`config.mk`:
```
export PLATFORM = sky130hd
export DESIGN_NAME = fixed_block_free_list_allocator_top
export DESIGN_NICKNAME = d
export VERILOG_FILES = /design/src/rtl/core/fbfl_pkg.sv /design/src/rtl/core/fbfl_cell.sv /design/src/rtl/core/fbfl_stack.sv /design/src/rtl/core/fixed_block_free_list_allocator_top.sv
export VERILOG_INCLUDE_DIRS = /design/src /design/src/rtl/core
export SDC_FILE = /design/constraint.sdc
export NUM_CORES = 2
export LEC_CHECK = 0
export ABC_AREA = 0
export ABC_CLOCK_PERIOD_IN_PS = 7560
export BUFFER_PORTS_ARGS = -buffer_cell sky130_fd_sc_hd__buf_2
export CAP_MARGIN = 15
export CORE_ASPECT_RATIO = 1.25
export CORE_UTILIZATION = 40
export CTS_CLUSTER_DIAMETER = 150
export DETAILED_ROUTE_END_ITERATION = 10
export PLACE_DENSITY = 0.52
export SLEW_MARGIN = 25
export SYNTH_ARGS = -nofsm -noshare
export SYNTH_HDL_FRONTEND = slang
export SYNTH_HIERARCHICAL = 1
export SYNTH_SLANG_ARGS = --single-unit
```
`constraint.sdc`:
```
create_clock -name clk -period 7.56 [get_ports clk]
set_input_delay 1.512 -clock clk [delete_from_list [all_inputs] [get_ports clk]]
set_output_delay 1.512 -clock clk [all_outputs]
set_load 0.1 [all_outputs]
```
`src/rtl/core/assert_macros.svh`:
```
// ---------------------------------------------------------------------------
// Assertion macros
// Shared concurrent assertion forms for the block; define ASSERT_OFF to drop
// them.
// ---------------------------------------------------------------------------
`ifndef ASSERT_MACROS_SVH
`define ASSERT_MACROS_SVH

`ifndef ASSERT_OFF

// check prop at every clock edge outside reset
`define ASSERT_ALWAYS(label, clk, rst_n, prop, msg) \
	label: assert property (@(posedge clk) disable iff (!rst_n) (prop)) \
		else $error(msg);

// check that cond at one edge implies prop at the next edge
`define ASSERT_NEXT(label, clk, rst_n, cond, prop, msg) \
	label: assert property (@(posedge clk) disable iff (!rst_n) (cond) |=> (prop)) \
		else $error(msg);

`else

`define ASSERT_ALWAYS(label, clk, rst_n, prop, msg)
`define ASSERT_NEXT(label, clk, rst_n, cond, prop, msg)

`endif

`endif

```
`src/rtl/core/fbfl_pkg.sv`:
```
// ---------------------------------------------------------------------------
// Free list allocator package
// Request, status, register and stack operation codes shared by the block.
// ---------------------------------------------------------------------------
package fbfl_pkg;

	localparam int IDX_W = 8;
	localparam int CNT_W = 9;
	localparam int SIZE_W = 16;
	localparam int MAX_POOL = 256;
	localparam logic [SIZE_W-1:0] MIN_BLOCK_SIZE = 16'd8;
	localparam logic [CNT_W-1:0] BLOCK_COUNT_RESET = 9'd256;
	localparam logic [SIZE_W-1:0] BLOCK_SIZE_RESET = 16'd64;

	typedef enum logic [1:0] {
		REQ_ALLOC = 2'd0,
		REQ_FREE  = 2'd1,
		REQ_RESET = 2'd2,
		REQ_NOP   = 2'd3
	} req_t;

	typedef enum logic [1:0] {
		ST_OK        = 2'd0,
		ST_EXHAUSTED = 2'd1,
		ST_TOO_LARGE = 2'd2
	} status_t;

	typedef enum logic [0:0] {
		CFG_BLOCK_COUNT = 1'b0,
		CFG_BLOCK_SIZE  = 1'b1
	} cfg_reg_t;

	typedef enum logic [1:0] {
		OP_HOLD = 2'd0,
		OP_PUSH = 2'd1,
		OP_POP  = 2'd2
	} stack_op_t;

endpackage

```
`src/rtl/core/fbfl_cell.sv`:
```
// ---------------------------------------------------------------------------
// Free list link cell
// One entry of the link row: holds the block that follows this block on the
// free list, loaded when the block is freed.
// ---------------------------------------------------------------------------
module fbfl_cell #(
	parameter logic [fbfl_pkg::IDX_W-1:0] INIT = '0
) (
	input  logic                       clk,
	input  logic                       arst_n,
	input  logic                       wr_en,
	input  logic [fbfl_pkg::IDX_W-1:0] wr_data,
	output logic [fbfl_pkg::IDX_W-1:0] entry_q
);

	always_ff @(posedge clk or negedge arst_n) begin
		if (!arst_n) begin
			entry_q <= INIT;
		end else if (wr_en) begin
			entry_q <= wr_data;
		end
	end

endmodule

```
`src/rtl/core/fbfl_stack.sv`:
```
// ---------------------------------------------------------------------------
// Free list link row
// Row of cells holding the next link of every block; cell i starts linked to
// block i-1, cell 0 to block 0. One write and one registered read per cycle, write first.
// ---------------------------------------------------------------------------
module fbfl_stack #(
	parameter int DEPTH = 256
) (
	input  logic                       clk,
	input  logic                       arst_n,
	input  logic                       wr_en,
	input  logic [fbfl_pkg::IDX_W-1:0] wr_addr,
	input  logic [fbfl_pkg::IDX_W-1:0] wr_data,
	input  logic [fbfl_pkg::IDX_W-1:0] rd_addr,
	output logic [fbfl_pkg::IDX_W-1:0] rd_data_q
);
	import fbfl_pkg::*;

	localparam int AW = $clog2(DEPTH);

	logic [IDX_W-1:0] entry [DEPTH];

	for (genvar i = 0; i < DEPTH; i++) begin : g_cell
		fbfl_cell #(
			.INIT (IDX_W'((i == 0) ? 0 : i - 1))
		) u_cell (
			.clk     (clk),
			.arst_n  (arst_n),
			.wr_en   (wr_en && (wr_addr == IDX_W'(i))),
			.wr_data (wr_data),
			.entry_q (entry[i])
		);
	end

	always_ff @(posedge clk or negedge arst_n) begin
		if (!arst_n) begin
			rd_data_q <= IDX_W'(DEPTH - 2);
		end else if (wr_en && (wr_addr == rd_addr)) begin
			rd_data_q <= wr_data;
		end else if (int'(rd_addr) < DEPTH) begin
			rd_data_q <= entry[rd_addr[AW-1:0]];
		end else begin
			rd_data_q <= '0;
		end
	end

endmodule

```
`src/rtl/core/fixed_block_free_list_allocator_top.sv`:
```
// ---------------------------------------------------------------------------
// Fixed block free list allocator
// Pool of equal-sized blocks: allocate pops a freed block or the highest
// never-used block, free links the block in as the new list head, pool reset
// rebuilds.
//
//   port group   direction  handshake              payload
//   request      in         start & !busy          req_type, block_index, request_size
//   result       out        done (one cycle)       granted, given_index, status, free_count
//   config       in         cfg_valid & cfg_ready  cfg_index, cfg_data
//
// One request per cycle; its result shows with done in the cycle after the
// start transfer, set by the output register. The link of the next list head is
// read into a register as that head is set, so pops follow each other with no gap.
// busy stays low and cfg_ready stays high.
// Reset restores the register defaults and a full pool of min(256, NUM_BLOCKS).
// The receiver cannot stall: every result is taken in its done cycle.
// ---------------------------------------------------------------------------
module fixed_block_free_list_allocator_top #(
	parameter int NUM_BLOCKS = 256
) (
	input  logic        clk,
	input  logic        arst_n,
	input  logic        start,
	output logic        busy,
	input  logic [1:0]  req_type,
	input  logic [7:0]  block_index,
	input  logic [15:0] request_size,
	output logic        done,
	output logic        granted,
	output logic [7:0]  given_index,
	output logic [1:0]  status,
	output logic [8:0]  free_count,
	input  logic        cfg_valid,
	output logic        cfg_ready,
	input  logic [0:0]  cfg_index,
	input  logic [15:0] cfg_data
);
	import fbfl_pkg::*;
	`include "assert_macros.svh"

	localparam int DEPTH = (NUM_BLOCKS < MAX_POOL) ? NUM_BLOCKS : MAX_POOL;
	localparam logic [CNT_W-1:0] DEPTH_CNT = CNT_W'(DEPTH);
	localparam logic [IDX_W-1:0] HEAD_RESET = IDX_W'(DEPTH - 1);

	logic [CNT_W-1:0]  block_count_q;
	logic [SIZE_W-1:0] block_size_q;
	logic [CNT_W-1:0]  pool_size_q;
	logic [CNT_W-1:0]  free_total_q;
	logic [CNT_W-1:0]  fresh_top_q;
	logic [IDX_W-1:0]  list_head_q;

	logic [CNT_W-1:0]  pool_size_d;
	logic [CNT_W-1:0]  free_total_d;
	logic [CNT_W-1:0]  fresh_top_d;
	logic [IDX_W-1:0]  list_head_d;
	logic [CNT_W-1:0]  clip_count;
	logic [SIZE_W-1:0] eff_size;
	logic [IDX_W-1:0]  head_link;
	stack_op_t         stack_op;
	logic              take;
	logic              grant_d;
	logic [IDX_W-1:0]  given_d;
	status_t           status_d;

	assign busy      = 1'b0;
	assign cfg_ready = 1'b1;
	assign take      = start && !busy;

	always_ff @(posedge clk or negedge arst_n) begin
		if (!arst_n) begin
			block_count_q <= BLOCK_COUNT_RESET;
			block_size_q  <= BLOCK_SIZE_RESET;
		end else if (cfg_valid && cfg_ready) begin
			unique case (cfg_reg_t'(cfg_index))
				CFG_BLOCK_COUNT: block_count_q <= cfg_data[CNT_W-1:0];
				CFG_BLOCK_SIZE:  block_size_q  <= cfg_data;
				default:         block_size_q  <= block_size_q;
			endcase
		end
	end

	assign clip_count = (block_count_q > DEPTH_CNT) ? DEPTH_CNT : block_count_q;
	assign eff_size   = (block_size_q < MIN_BLOCK_SIZE) ? MIN_BLOCK_SIZE : block_size_q;

	always_comb begin
		pool_size_d  = pool_size_q;
		free_total_d = free_total_q;
		fresh_top_d  = fresh_top_q;
		list_head_d  = list_head_q;
		stack_op     = OP_HOLD;
		grant_d      = 1'b0;
		given_d      = '0;
		status_d     = ST_OK;
		if (take) begin
			unique case (req_t'(req_type))
				REQ_ALLOC: begin
					priority if (request_size > eff_size) begin
						status_d = ST_TOO_LARGE;
					end else if (free_total_q == '0) begin
						status_d = ST_EXHAUSTED;
					end else if (free_total_q > fresh_top_q) begin
						stack_op     = OP_POP;
						given_d      = list_head_q;
						list_head_d  = head_link;
						grant_d      = 1'b1;
						free_total_d = free_total_q - 1'b1;
					end else begin
						fresh_top_d  = fresh_top_q - 1'b1;
						given_d      = fresh_top_d[IDX_W-1:0];
						grant_d      = 1'b1;
						free_total_d = free_total_q - 1'b1;
					end
				end
				REQ_FREE: begin
					if (({1'b0, block_index} < pool_size_q) && (free_total_q < pool_size_q)) begin
						stack_op     = OP_PUSH;
						list_head_d  = block_index;
						free_total_d = free_total_q + 1'b1;
					end
				end
				REQ_RESET: begin
					pool_size_d  = clip_count;
					free_total_d = clip_count;
					fresh_top_d  = clip_count;
					list_head_d  = clip_count[IDX_W-1:0] - 1'b1;
				end
				default: begin
					stack_op = OP_HOLD;
				end
			endcase
		end
	end

	fbfl_stack #(
		.DEPTH (DEPTH)
	) u_stack (
		.clk       (clk),
		.arst_n    (arst_n),
		.wr_en     (stack_op == OP_PUSH),
		.wr_addr   (block_index),
		.wr_data   (list_head_q),
		.rd_addr   (list_head_d),
		.rd_data_q (head_link)
	);

	always_ff @(posedge clk or negedge arst_n) begin
		if (!arst_n) begin
			pool_size_q  <= DEPTH_CNT;
			free_total_q <= DEPTH_CNT;
			fresh_top_q  <= DEPTH_CNT;
			list_head_q  <= HEAD_RESET;
			done         <= 1'b0;
		end else begin
			pool_size_q  <= pool_size_d;
			free_total_q <= free_total_d;
			fresh_top_q  <= fresh_top_d;
			list_head_q  <= list_head_d;
			done         <= take;
		end
	end

	always_ff @(posedge clk) begin
		if (take) begin
			granted     <= grant_d;
			given_index <= given_d;
			status      <= status_d;
			free_count  <= free_total_d;
		end
	end

	`ASSERT_ALWAYS(a_free_le_pool, clk, arst_n, free_total_q <= pool_size_q,
		"free count exceeds pool size")
	`ASSERT_ALWAYS(a_fresh_le_free, clk, arst_n, fresh_top_q <= free_total_q,
		"fresh blocks exceed free count")
	`ASSERT_ALWAYS(a_pool_le_depth, clk, arst_n, pool_size_q <= DEPTH_CNT,
		"pool size exceeds stack depth")
	`ASSERT_NEXT(a_done_follows, clk, arst_n, take, done && free_count == free_total_q,
		"result missing or free count mismatch after transfer")
	`ASSERT_NEXT(a_no_extra_done, clk, arst_n, !take, !done,
		"result without a request transfer")

endmodule

```
==> metrics.cfg <==
[run_status]
status = finished, final reports clean

[placed_design]
place_area_um2 = 114300
dp_hpwl_um = 203400
dp.cells = 10374
gp_congestion = 0.8757
port-buffer-count = 67

[critical_path]
cp.required_ns = 8.39
worst-path-buf-inv = 5
crit_type = reg -> reg
cp.arrival_ns = 7.98
slowest_delay_ns = 0.75
path_delay_family = compound AO/OA/AOI/OAI gates
endpoint_kind = flop
cpMaxStageDelayCell = a2111oi_0
critPathMostFrequentCell = buf_4
crit_chain = or4_1, nor4_1, nand4_1, nor2b_1, ha_1, o211ai_1, a2111oi_0, o31ai_2, buf_4, a31oi_1, buf_4, o22a_4, buf_12, buf_4, mux4_2, a22oi_1, a41oi_1, a2111oi_0, buf_4, a21oi_1
cp_max_fo = 43
critPathLaunchType = flop

[clock_network]
cts_sinks = 2137
clock_latency_ns = 0.91
cts.path.max_buffers = 4
numCtsBuffers = 227
clockRootBuffer = clkbuf_16
cts_max_level = 4
clk_pin_slew_worst_paths_ns = 0.07
tritoncts = yes
cts_setup_buffers = 0

[timing]
rsz0062_at_grt = false
setup_viol = 0
finalHoldViolCount = 0
slew_headroom_pct = 22.49
tightest_slew_ns = 1.163
fmax_mhz = 139.9
maxSlewViolCount = 0
skew_ns = 0.05036
fin_crit_sh_pct = 94.57
period_needed_ns = 7.149
setup_tns_ns = 0

[yosys]
syn-num-nets = 6951
synth_top_cell_by_area = mux2_4
async_reset_ff_share_pct = 99.06
synth_commonest_cells = 2048 x mux2_4, 1081 x dfrtp_1, 1036 x dfstp_2, 350 x mux4_2
syn_area_per_cell_um2 = 16.00
synth_area_leaders = mux2_4 28%, dfstp_2 25%, dfrtp_1 25%
yosys_warnings = 6
yosysUniqueCellTypes = 80
yosysSeqAreaShare_pct = 49.99
syn_area_um2 = 109800
synth_ff_type = dfrtp_1
ys_ff_latch = 2137
synthCells = 6860
yosysMostFrequentCell = mux2_4
synth_edf_count = 20
synth_top_area_share_pct = 28.01

[hold_path]
hp-class = reg -> reg

[power_and_ir_drop]
p_per_area_nw_per_um2 = 245.8
cellLeakagePower_nw = 51.56
peakVddDrop_mv = 0.2200

[detailed_routing]
post-route-drc-count = 0
wl_met3_um = 14740
drt-met1-wl_um = 142600
wl_met2_um = 149900
avgViaCountPerCell = 5.667
ant_nets = 0
drt-total-wl_um = 317100
firstDrtPassIters = 6
wire_per_inst_um = 29.36
dr_total_vias = 61187
drt_iter0_drc = 4542
top_layer = met5

[final_layout]
finalCoreUtilization_pct = 44.66
area_growth_pct = 10.79
fin_area_um2 = 121600
layout.nets = 7132
drive_gt1_share_pct = 60.78
fillers = 23712
instances_no_fill = 10798

[floorplan]
dieArea_um2 = 276500
core_um2 = 272300
rows = 214
die_w_um = 470.6
die_h_um = 587.7
io_pins = 70
initial_utilization_pct = 40.31

[global_routing]
grt_start_max_net_pins = 179
grt_remaining_overflow = 0
grtUsageTotal_pct = 22.78
grt_pass1_wl_um = 476200
grt_pass1_vias = 66037
antenna_found_initial = 5

[flow_run]
maxCapViolations = 0

==> repair_timing <==
action | 4_1_cts | 5_1_grt
hold buffers | 0 | 0
resized for setup | 0 | 5
hold endpoints to repair | 0 | 0
setup endpoints to repair | 0 | 3
==> state kept, by name (all words and copies together) (netlist names), 9 cells and up <==
register                       count
u_stack/g_cell.u_cell/entry_q   2048
block_size_q                      16
block_count_q                      9
free_count                         9
free_total_q                       9
fresh_top_q                        9
pool_size_q                        9
==> kinds of logic (layout without fill, tap and decap cells) <==
group	count (synthesis)	count (layout)	synth area share, %
compound gates	627	627	3.971
fa+ha+maj	44	44	0.5015
other cells	2	7	0.006841
flops	2137	2137	49.99
simple gates	713	713	2.969
xor+xnor	19	19	0.1516
buf+inv	574	943	4.033
mux	2744	2744	38.38
==> worst register-to-register path, delay by kind of cell (launching register included) <==
kind,cells,cell delay (ns)
adder cells (fa/ha/maj),1,0.31
AND/OR/NAND/NOR,4,1.11
flip-flops,1,0.39
multiplexers,1,0.41
buffers and inverters,5,1.41
AO/OA/AOI/OAI,9,3.44
==> final cells by class <==
type / instances / area (um2) / share of cell area (%)
clock buffer: 363 / 6805 / 5.596
sequential: 2137 / 54900 / 45.15
antenna: 5 / 12.51 / 0.01029
tap: 3564 / 4459 / 3.667
inverter: 46 / 172.7 / 0.1420
clock inverter: 54 / 419.2 / 0.3447
multi-input combinational: 4149 / 50820 / 41.79
timing repair buffer: 480 / 4020 / 3.306
==> where the power goes <==
part | switching, W | leakage [nW] | internal [W] | total, W
registers | 0.000441 | 25.9 | 0.0118 | 0.0122
logic | 0.00464 | 22.1 | 0.00195 | 0.00659
clock network | 0.00478 | 3.58 | 0.00630 | 0.0111
total | 0.00986 | 51.6 | 0.0200 | 0.0299
==> metrics by stage <==
step / total power, W / hold WS, ns / setup WS [ns]
6_report: 0.02989 / 0.4799 / 0.4106
5_1_grt: 0.03095 / 0.5085 / 0.01866
4_1_cts: 0.03021 / 0.4854 / 0.3431
3_5_place_dp: 0.01898 / 0.4711 / 0.1686
3_3_place_gp: 0.01892 / 0.4676 / 0.1733
2_1_floorplan: 0.01596 / 0.4498 / 1.759
==> path summary, 6_finish.rpt <==
path | start | end | slack, ns | cells after the start
min in group asynchronous | arst_n | u_stack/g_cell[216].u_cell/entry_q[3] | 0.59 | 1
max | block_size_q[9] | u_stack/rd_data_q[7] | 0.41 | 20
max in group asynchronous | arst_n | u_stack/g_cell[198].u_cell/entry_q[0] | 4.95 | 4
min | pool_size_q[1] | pool_size_q[1] | 0.48 | 2
max reg2reg | block_size_q[9] | u_stack/rd_data_q[7] | 0.41 | 20
min reg2reg | pool_size_q[1] | pool_size_q[1] | 0.48 | 2
==> layer usage <==
layer	vias up	global-route usage, %
li1	25749	-
met3	469	3.113
met2	1525	36.47
met4	4	6.900
met5	-	0
met1	33440	31.99
==> cells in the final DEF (no fill, tap or decap), types with 15 or more instances in the layout <==
master / Yosys / layout
a21oi_1: 92 / 92
a22oi_1: 100 / 100
o31ai_1: 18 / 16
o221ai_1: 40 / 40
nor2_1: 319 / 251
dfstp_2: 1036 / 1028
clkbuf_1: 139 / 78
buf_4: 40 / 368
or3_1: 15 / 15
o21ai_0: 100 / 100
mux2_2: 27 / 27
nor2_2: 1 / 69
nand2_1: 137 / 136
o22ai_1: 68 / 65
edfxtp_1: 20 / 20
clkbuf_8: 0 / 55
ha_1: 44 / 44
clkinv_2: 0 / 44
nor3_1: 61 / 51
nand2b_1: 23 / 22
nand3_1: 40 / 36
buf_2: 61 / 66
dfrtp_1: 1081 / 1081
mux4_2: 350 / 350
a221oi_1: 62 / 62
mux2i_1: 319 / 319
inv_1: 43 / 43
clkbuf_16: 0 / 230
buf_12: 0 / 43
a211oi_1: 55 / 55
nor2b_1: 34 / 32
mux2_4: 2048 / 2048
nand4_1: 29 / 29
Power figures use the tool's default switching activity.
